File: config.mk
export PLATFORM = sky130hd
export DESIGN_NAME = binomial_row_generator_core
export DESIGN_NICKNAME = d
export VERILOG_FILES = /design/src/design/brg_pkg.sv /design/src/design/binomial_row_generator_core.sv /design/src/design/brg_front.sv /design/src/design/brg_queue.sv /design/src/design/brg_back.sv
export SDC_FILE = /design/constraint.sdc
export NUM_CORES = 1
export LEC_CHECK = 0
export BUFFER_PORTS_ARGS = -buffer_cell sky130_fd_sc_hd__buf_2
export CAP_MARGIN = 0
export CORE_MARGIN = 2
export CORE_UTILIZATION = 38
export CTS_CLUSTER_SIZE = 40
export DETAILED_ROUTE_END_ITERATION = 7
export GPL_ROUTABILITY_DRIVEN = 1
export GPL_TIMING_DRIVEN = 0
export SYNTH_ARGS = -nofsm -noshare
export SYNTH_HDL_FRONTEND = slang
export SYNTH_SLANG_ARGS = --single-unit
File: constraint.sdc
create_clock -name clk -period 12.5 [get_ports clk]
set_input_delay 1.875 -clock clk [delete_from_list [all_inputs] [get_ports clk]]
set_output_delay 1.875 -clock clk [all_outputs]
set_load 0.05 [all_outputs]
File: src/design/brg_pkg.sv
// ----------------------------------------------------------------------------
// Binomial row generator package
// Payload types, command type and shared constants.
// ----------------------------------------------------------------------------
package brg_pkg;

	localparam int VALUE_W = 60;
	localparam int POS_W   = 6;
	localparam int ROW_W   = 7;
	localparam int COL_W   = 7;

	// Product of a value and a multiplier of at most POS_W bits.
	localparam int PROD_W  = VALUE_W + POS_W;

	localparam int MAX_ROW_DEFAULT     = 64;
	localparam int QUEUE_DEPTH_DEFAULT = 2;

	localparam logic OP_ROW  = 1'b0;
	localparam logic OP_ELEM = 1'b1;

	typedef struct packed {
		logic             opcode;
		logic [ROW_W-1:0] row;
		logic [COL_W-1:0] col;
	} brg_req_t;

	typedef struct packed {
		logic [VALUE_W-1:0] value;
		logic [POS_W-1:0]   position;
		logic               last;
		logic               error;
	} brg_rsp_t;

	// Work for the back end: run steps 0..k of row n, emit all or only step k.
	typedef struct packed {
		logic             emit_all;
		logic             err;
		logic [POS_W-1:0] n;
		logic [POS_W-1:0] k;
	} brg_cmd_t;

endpackage

File: src/design/binomial_row_generator_core.sv
// ----------------------------------------------------------------------------
// Binomial row generator core
// Emits a full row or a single element of Pascal's triangle per request, or one error result.
// ----------------------------------------------------------------------------
//
//   channel | signals                        | moves per transfer
//   --------+--------------------------------+-------------------------------
//   request | req_valid, req_ready, req      | opcode, row, col
//   result  | rsp_valid, rsp_ready, rsp      | value, position, last, error
//
// A row step is a multiply, a bit-serial division over PROD_W (66) quotient bits
// and an output step; an element request skips the output step on all but its last step.
// A two-entry command queue takes new requests while the back end runs; a held
// result stalls the back end at its next output step. Reset clears all control.
// ----------------------------------------------------------------------------
module binomial_row_generator_core import brg_pkg::*; #(
	parameter int MAX_ROW     = MAX_ROW_DEFAULT,
	parameter int QUEUE_DEPTH = QUEUE_DEPTH_DEFAULT
) (
	input  logic     clk,
	input  logic     arst_n,
	input  logic     req_valid,
	output logic     req_ready,
	input  brg_req_t req,
	output logic     rsp_valid,
	input  logic     rsp_ready,
	output brg_rsp_t rsp
);

	logic     fe_valid;
	logic     fe_ready;
	brg_cmd_t fe_cmd;
	logic     be_valid;
	logic     be_ready;
	brg_cmd_t be_cmd;

	// Classify the request: error, whole row, or one element.
	brg_front #(
		.MAX_ROW (MAX_ROW)
	) u_front (
		.req_valid (req_valid),
		.req_ready (req_ready),
		.req       (req),
		.cmd_valid (fe_valid),
		.cmd_ready (fe_ready),
		.cmd       (fe_cmd)
	);

	// Hold classified commands so the front can keep accepting.
	brg_queue #(
		.DEPTH (QUEUE_DEPTH)
	) u_queue (
		.clk        (clk),
		.arst_n     (arst_n),
		.push_valid (fe_valid),
		.push_ready (fe_ready),
		.push_cmd   (fe_cmd),
		.pop_valid  (be_valid),
		.pop_ready  (be_ready),
		.pop_cmd    (be_cmd)
	);

	// Advance the running product and register each result.
	brg_back u_back (
		.clk       (clk),
		.arst_n    (arst_n),
		.cmd_valid (be_valid),
		.cmd_ready (be_ready),
		.cmd       (be_cmd),
		.rsp_valid (rsp_valid),
		.rsp_ready (rsp_ready),
		.rsp       (rsp)
	);

endmodule

File: src/design/brg_front.sv
// ----------------------------------------------------------------------------
// Binomial row generator front end
// Range-check a request and turn it into a back-end command.
// ----------------------------------------------------------------------------
module brg_front import brg_pkg::*; #(
	parameter int MAX_ROW = MAX_ROW_DEFAULT
) (
	input  logic     req_valid,
	output logic     req_ready,
	input  brg_req_t req,
	output logic     cmd_valid,
	input  logic     cmd_ready,
	output brg_cmd_t cmd
);

	logic             row_ok;
	logic             col_ok;
	logic [POS_W-1:0] n;
	logic [POS_W-1:0] k_elem;

	assign row_ok = (req.row != '0) && (req.row <= ROW_W'(MAX_ROW));
	assign col_ok = (req.col != '0) && (req.col <= req.row);
	assign n      = POS_W'(req.row - ROW_W'(1));
	assign k_elem = POS_W'(req.col - COL_W'(1));

	always_comb begin
		cmd          = '0;
		cmd.emit_all = (req.opcode == OP_ROW);
		if (!row_ok || (req.opcode == OP_ELEM && !col_ok)) begin
			// Drop to a single error result.
			cmd.err = 1'b1;
		end else if (req.opcode == OP_ROW) begin
			cmd.n = n;
			cmd.k = n;
		end else begin
			cmd.n = n;
			cmd.k = k_elem;
		end
	end

	assign cmd_valid = req_valid;
	assign req_ready = cmd_ready;

endmodule

File: src/design/brg_queue.sv
// ----------------------------------------------------------------------------
// Binomial row generator command queue
// Small register FIFO between front and back end.
// ----------------------------------------------------------------------------
module brg_queue import brg_pkg::*; #(
	parameter int DEPTH = QUEUE_DEPTH_DEFAULT
) (
	input  logic     clk,
	input  logic     arst_n,
	input  logic     push_valid,
	output logic     push_ready,
	input  brg_cmd_t push_cmd,
	output logic     pop_valid,
	input  logic     pop_ready,
	output brg_cmd_t pop_cmd
);

	localparam int PTR_W = (DEPTH > 1) ? $clog2(DEPTH) : 1;
	localparam int CNT_W = $clog2(DEPTH + 1);

	brg_cmd_t           mem_q [DEPTH];
	logic [PTR_W-1:0]   wr_ptr_q;
	logic [PTR_W-1:0]   rd_ptr_q;
	logic [CNT_W-1:0]   count_q;
	logic               push;
	logic               pop;

	assign push_ready = (count_q != CNT_W'(DEPTH));
	assign pop_valid  = (count_q != '0);
	assign push       = push_valid && push_ready;
	assign pop        = pop_valid && pop_ready;
	assign pop_cmd    = mem_q[rd_ptr_q];

	always_ff @(posedge clk) begin
		if (push) begin
			mem_q[wr_ptr_q] <= push_cmd;
		end
	end

	always_ff @(posedge clk or negedge arst_n) begin
		if (!arst_n) begin
			wr_ptr_q <= '0;
			rd_ptr_q <= '0;
			count_q  <= '0;
		end else begin
			if (push) begin
				wr_ptr_q <= (wr_ptr_q == PTR_W'(DEPTH - 1)) ? '0 : wr_ptr_q + PTR_W'(1);
			end
			if (pop) begin
				rd_ptr_q <= (rd_ptr_q == PTR_W'(DEPTH - 1)) ? '0 : rd_ptr_q + PTR_W'(1);
			end
			if (push && !pop) begin
				count_q <= count_q + CNT_W'(1);
			end else if (pop && !push) begin
				count_q <= count_q - CNT_W'(1);
			end
		end
	end

endmodule

File: src/design/brg_back.sv
// ----------------------------------------------------------------------------
// Binomial row generator back end
// Step the running product C(n,i) = C(n,i-1) * (n-i+1) / i with a
// registered multiply and a bit-serial restoring division.
// ----------------------------------------------------------------------------
module brg_back import brg_pkg::*; (
	input  logic     clk,
	input  logic     arst_n,
	input  logic     cmd_valid,
	output logic     cmd_ready,
	input  brg_cmd_t cmd,
	output logic     rsp_valid,
	input  logic     rsp_ready,
	output brg_rsp_t rsp
);

	localparam int CNT_W = $clog2(PROD_W);

	localparam logic [1:0] ST_IDLE = 2'd0;
	localparam logic [1:0] ST_MUL  = 2'd1;
	localparam logic [1:0] ST_DIV  = 2'd2;
	localparam logic [1:0] ST_OUT  = 2'd3;

	logic [1:0]         state_q;
	logic               emit_all_q;
	logic               err_q;
	logic [POS_W-1:0]   n_q;
	logic [POS_W-1:0]   k_q;
	logic [POS_W-1:0]   i_q;
	logic [VALUE_W-1:0] acc_q;
	logic [PROD_W-1:0]  div_q;
	logic [POS_W-1:0]   rem_q;
	logic [CNT_W-1:0]   cnt_q;
	logic               rsp_valid_q;
	brg_rsp_t           rsp_q;

	logic [POS_W:0]     trial;
	logic [POS_W:0]     divisor;
	logic               qbit;
	logic [POS_W-1:0]   rem_d;
	logic [PROD_W-1:0]  div_d;
	logic               at_last;
	logic               out_free;

	assign trial    = {rem_q, div_q[PROD_W-1]};
	assign divisor  = {1'b0, i_q};
	assign qbit     = (trial >= divisor);
	assign rem_d    = qbit ? POS_W'(trial - divisor) : POS_W'(trial);
	assign div_d    = {div_q[PROD_W-2:0], qbit};
	assign at_last  = (i_q == k_q);
	assign out_free = !rsp_valid_q || rsp_ready;

	assign cmd_ready = (state_q == ST_IDLE);
	assign rsp_valid = rsp_valid_q;
	assign rsp       = rsp_q;

	// Datapath registers.
	always_ff @(posedge clk) begin
		unique case (state_q)
			ST_IDLE: begin
				if (cmd_valid) begin
					emit_all_q <= cmd.emit_all;
					err_q      <= cmd.err;
					n_q        <= cmd.n;
					k_q        <= cmd.k;
					i_q        <= '0;
					acc_q      <= cmd.err ? '0 : VALUE_W'(1);
				end
			end
			ST_MUL: begin
				div_q <= PROD_W'(acc_q) * PROD_W'(n_q - i_q);
				rem_q <= '0;
				cnt_q <= CNT_W'(PROD_W - 1);
				i_q   <= i_q + POS_W'(1);
			end
			ST_DIV: begin
				div_q <= div_d;
				rem_q <= rem_d;
				cnt_q <= cnt_q - CNT_W'(1);
				if (cnt_q == '0) begin
					acc_q <= div_d[VALUE_W-1:0];
				end
			end
			ST_OUT: begin
				if (out_free) begin
					rsp_q.value    <= acc_q;
					rsp_q.position <= i_q;
					rsp_q.last     <= at_last;
					rsp_q.error    <= err_q;
				end
			end
			default: begin
			end
		endcase
	end

	// Control registers.
	always_ff @(posedge clk or negedge arst_n) begin
		if (!arst_n) begin
			state_q     <= ST_IDLE;
			rsp_valid_q <= 1'b0;
		end else begin
			if (state_q == ST_OUT && out_free) begin
				rsp_valid_q <= 1'b1;
			end else if (rsp_ready) begin
				rsp_valid_q <= 1'b0;
			end
			unique case (state_q)
				ST_IDLE: begin
					if (cmd_valid) begin
						state_q <= (cmd.emit_all || cmd.k == '0) ? ST_OUT : ST_MUL;
					end
				end
				ST_MUL: begin
					state_q <= ST_DIV;
				end
				ST_DIV: begin
					if (cnt_q == '0) begin
						state_q <= (emit_all_q || at_last) ? ST_OUT : ST_MUL;
					end
				end
				ST_OUT: begin
					if (out_free) begin
						state_q <= at_last ? ST_IDLE : ST_MUL;
					end
				end
				default: begin
					state_q <= ST_IDLE;
				end
			endcase
		end
	end

endmodule

==> impl_results.md <==
- Outcome: finished, violations left
- Failing checks: capacitance limit, slew limit
- F_max: about 85 MHz
- Clk slew on worst S/H paths: 60 ps
- Number of H-tree levels: 2
- # setup viols final: 0
- Iter 0 DRT Violations: 1569
- Hold Path Class: flip-flop to flip-flop
- Syn Inst Count: 3508
- Sequential fraction of the synthesis area: 21.3%
- Post-Route WL: 96800 um
- Synth cell types: 74
- Port Buffers: 88
- Kind of end point of the critical path: flip-flop
- GRT overflow: 0
- CP arrival: 12100 ps
- Cts hold-fix bufs: 0
- Final net count: 4688
- Synth area leader: fa_1
- Synth top area cells: fa_1 (38%), edfxtp_1 (21%), ha_1 (11%)
- Starting Density: 38.2%
- Vias per inst: 4.87
- Final Hold Viols: 0
- Setup Skew: approximately 47 ps
- Worst slew pin tran: 1550 ps
- Final Util: 41.9%
- Type of origin of the critical path: flip-flop
- Chip height: 315 um
- Max-cap viol count: 2
- Final Wtd Congestion: 0.894
- Top_reg_cell synth: edfxtp_1
- Clock Sinks: 262
- Die X-Extent: 315 um
- All-Layer GR Usage: between 20% and 30%
- Clk root buf: clkbuf_16
- First-pass DRT Iterations: 5
- Period minus WS final: 11720 ps
- Post-Syn Area: ~37000 um^2
- Core area: 96300 um^2
- Critical path class: flip-flop to flip-flop
- Post-route DRC: 0
- Vias in the first global route: approximately 26k
- Cells after DPL: 4879
- Clk Latency, worst-skew pair: approximately 630 ps
- CTS tree: yes
- Area share of the largest cell type after synthesis: 37.6%
- DIE AREA: 99300 um^2
- Number of synthesized flops with an enable pin: approximately 260
- Layout cells sized above 1: 5.85%
- Vias post-DR: 24.1k
- Crit Path Max Fanout: 10
- Worst slew margin: -3.28%
- Most frequent CP cell: fa_1
- Final max-slew violation count: 13
- Avg Cell Area, Syn: between 10 and 15 um^2
- First-pass GRT wire length: ~150000 um
- Synthesized Nets: between 4k and 5k
- Synth Register Bits: 262
- Max Root-Sink Buffers: 3
- Largest net degree at the start of global routing: 53
- Crit path largest cell delay: around 740 ps
- Initial antenna violation count: 7
- Layout area overhead: 9.76%
- CP required: 12880 ps
- Synth warn: 0
- Row Count: 114
- Final hold slack: 432 ps
- DP HPWL: 78600 um
- Unrepaired setup endpoints after global routing: no
- CP max stage cell: fa_1
- Synth async-reset ratio: 2.67%
- Inserted Clock Buffers: 35
- ANT nets after route: 0
- Fin crit share: 93.8%
- WL/cell: about 20 um
- Post-Layout Cell Count: 4957
- I/O pin cnt: 89
==> cell usage after synthesis (26+ instances only) <==
| library cell | number |
|---|---|
| o21ai_0 | 39 |
| and2_1 | 189 |
| clkbuf_1 | 78 |
| inv_1 | 932 |
| nor2b_1 | 50 |
| xor2_1 | 31 |
| a21oi_1 | 84 |
| a21o_1 | 76 |
| nor2_1 | 70 |
| ha_1 | 331 |
| nand2_1 | 306 |
| nand2b_1 | 26 |
| xnor2_1 | 89 |
| edfxtp_1 | 255 |
| fa_1 | 690 |
==> path summary, 6_finish.rpt <==
| kind | start | end | slack, ps | cells after the start |
|---|---|---|---|---|
| min | u_back.err_q$_DFFE_PP_ | u_back.rsp[0]$_DFFE_PP_ | 430 | 0 |
| min in group asynchronous | arst_n | u_back.rsp_valid$_DFFE_PN0P_ | 1090 | 1 |
| min reg2reg | u_back.err_q$_DFFE_PP_ | u_back.rsp[0]$_DFFE_PP_ | 430 | 0 |
| max | u_back.i_q[2]$_SDFFCE_PN0P_ | u_back.div_q[65]$_DFFE_PP_ | 780 | 37 |
| max in group asynchronous | arst_n | u_queue.rd_ptr_q$_DFFE_PN0P_ | 11240 | 1 |
| max reg2reg | u_back.i_q[2]$_SDFFCE_PN0P_ | u_back.div_q[65]$_DFFE_PP_ | 780 | 37 |
==> registers in the layout, indices dropped and copies added, names as in the netlist, 2 cells and up <==
register,flops
u_back.rsp,68
u_back.div_q,66
u_back.acc_q,60
u_queue.mem_q,28
u_back.cnt_q,7
u_back.i_q,6
u_back.k_q,6
u_back.n_q,6
u_back.rem_q,6
u_back.state_q,2
u_queue.count_q,2
==> cells in the final DEF (no fill, tap or decap), types with 18 or more instances in the layout <==
master | synthesis | final
nand4_1 | 19 | 19
nand3_1 | 19 | 19
ha_1 | 331 | 330
and2_1 | 189 | 188
a211oi_1 | 18 | 18
a21oi_1 | 84 | 82
nand2b_1 | 26 | 26
xor2_1 | 31 | 31
nor2_1 | 70 | 70
edfxtp_1 | 255 | 255
buf_2 | 2 | 90
fa_1 | 690 | 688
o21bai_1 | 19 | 19
o21ai_0 | 39 | 39
xnor2_1 | 89 | 89
nand2_1 | 306 | 306
clkbuf_16 | 0 | 35
clkbuf_1 | 78 | 72
nor2b_1 | 50 | 50
inv_1 | 932 | 931
a21o_1 | 76 | 76
==> stage by stage <==
stage	area, um^2	setup TNS [ps]	setup WS (ps)
finish	40400	0	776
global route	40400	0	62.9
CTS	40300	0	28.7
detailed placement	39000	-32020	-2330
global placement	38800	-65730	-3050
floorplan	36800	0	1830
==> layer usage <==
layer | global-route usage, % | routed length [um]
met5 | 0 | 21
met2 | 32.3 | 43600
met1 | 28.4 | 41900
met4 | 7.07 | 3650
met3 | 4.70 | 7630
==> final cells by class <==
type | count | area [um^2]
Timing Repair inverter | 1 | 7.51
Clock inverter | 28 | 319
Multi-Input combinational cell | 2227 | 25200
Timing Repair Buffer | 102 | 683
Inverter | 933 | 3510
Buffer | 86 | 364
Antenna cell | 6 | 15.0
Sequential cell | 262 | 7830
Clock buffer | 36 | 880
Tap cell | 1276 | 1600
Fill cell | 9353 | 55900
==> repair_timing <==
item,CTS,global route
gates cloned,1,0
setup buffers,2,5
pin swaps,0,1
resized for setup,15,9
hold endpoints to repair,0,0
setup endpoints to repair,25,12
==> critical path, delay by kind of cell (launching register included) <==
kind	cells	cell delay, ps
fa+ha+maj	11	5940
compound gates	10	2180
buf+inv	11	1860
simple gates	5	980
flops	1	520
==> cell families (layout without fill, tap and decap cells) <==
family,Yosys count,count (layout),share of synthesized area [%]
xor+xnor,120,120,2.86
flops,262,262,21.3
buf+inv,1019,1186,10.4
simple gates,745,745,10.1
compound gates,322,322,5.90
mux,19,19,0.568
other cells,0,6,0
fa+ha+maj,1021,1021,48.8
Power is left out: the tool's default activity adds up to more than one toggle a clock period on the data nets, which glitch-free logic cannot reach.
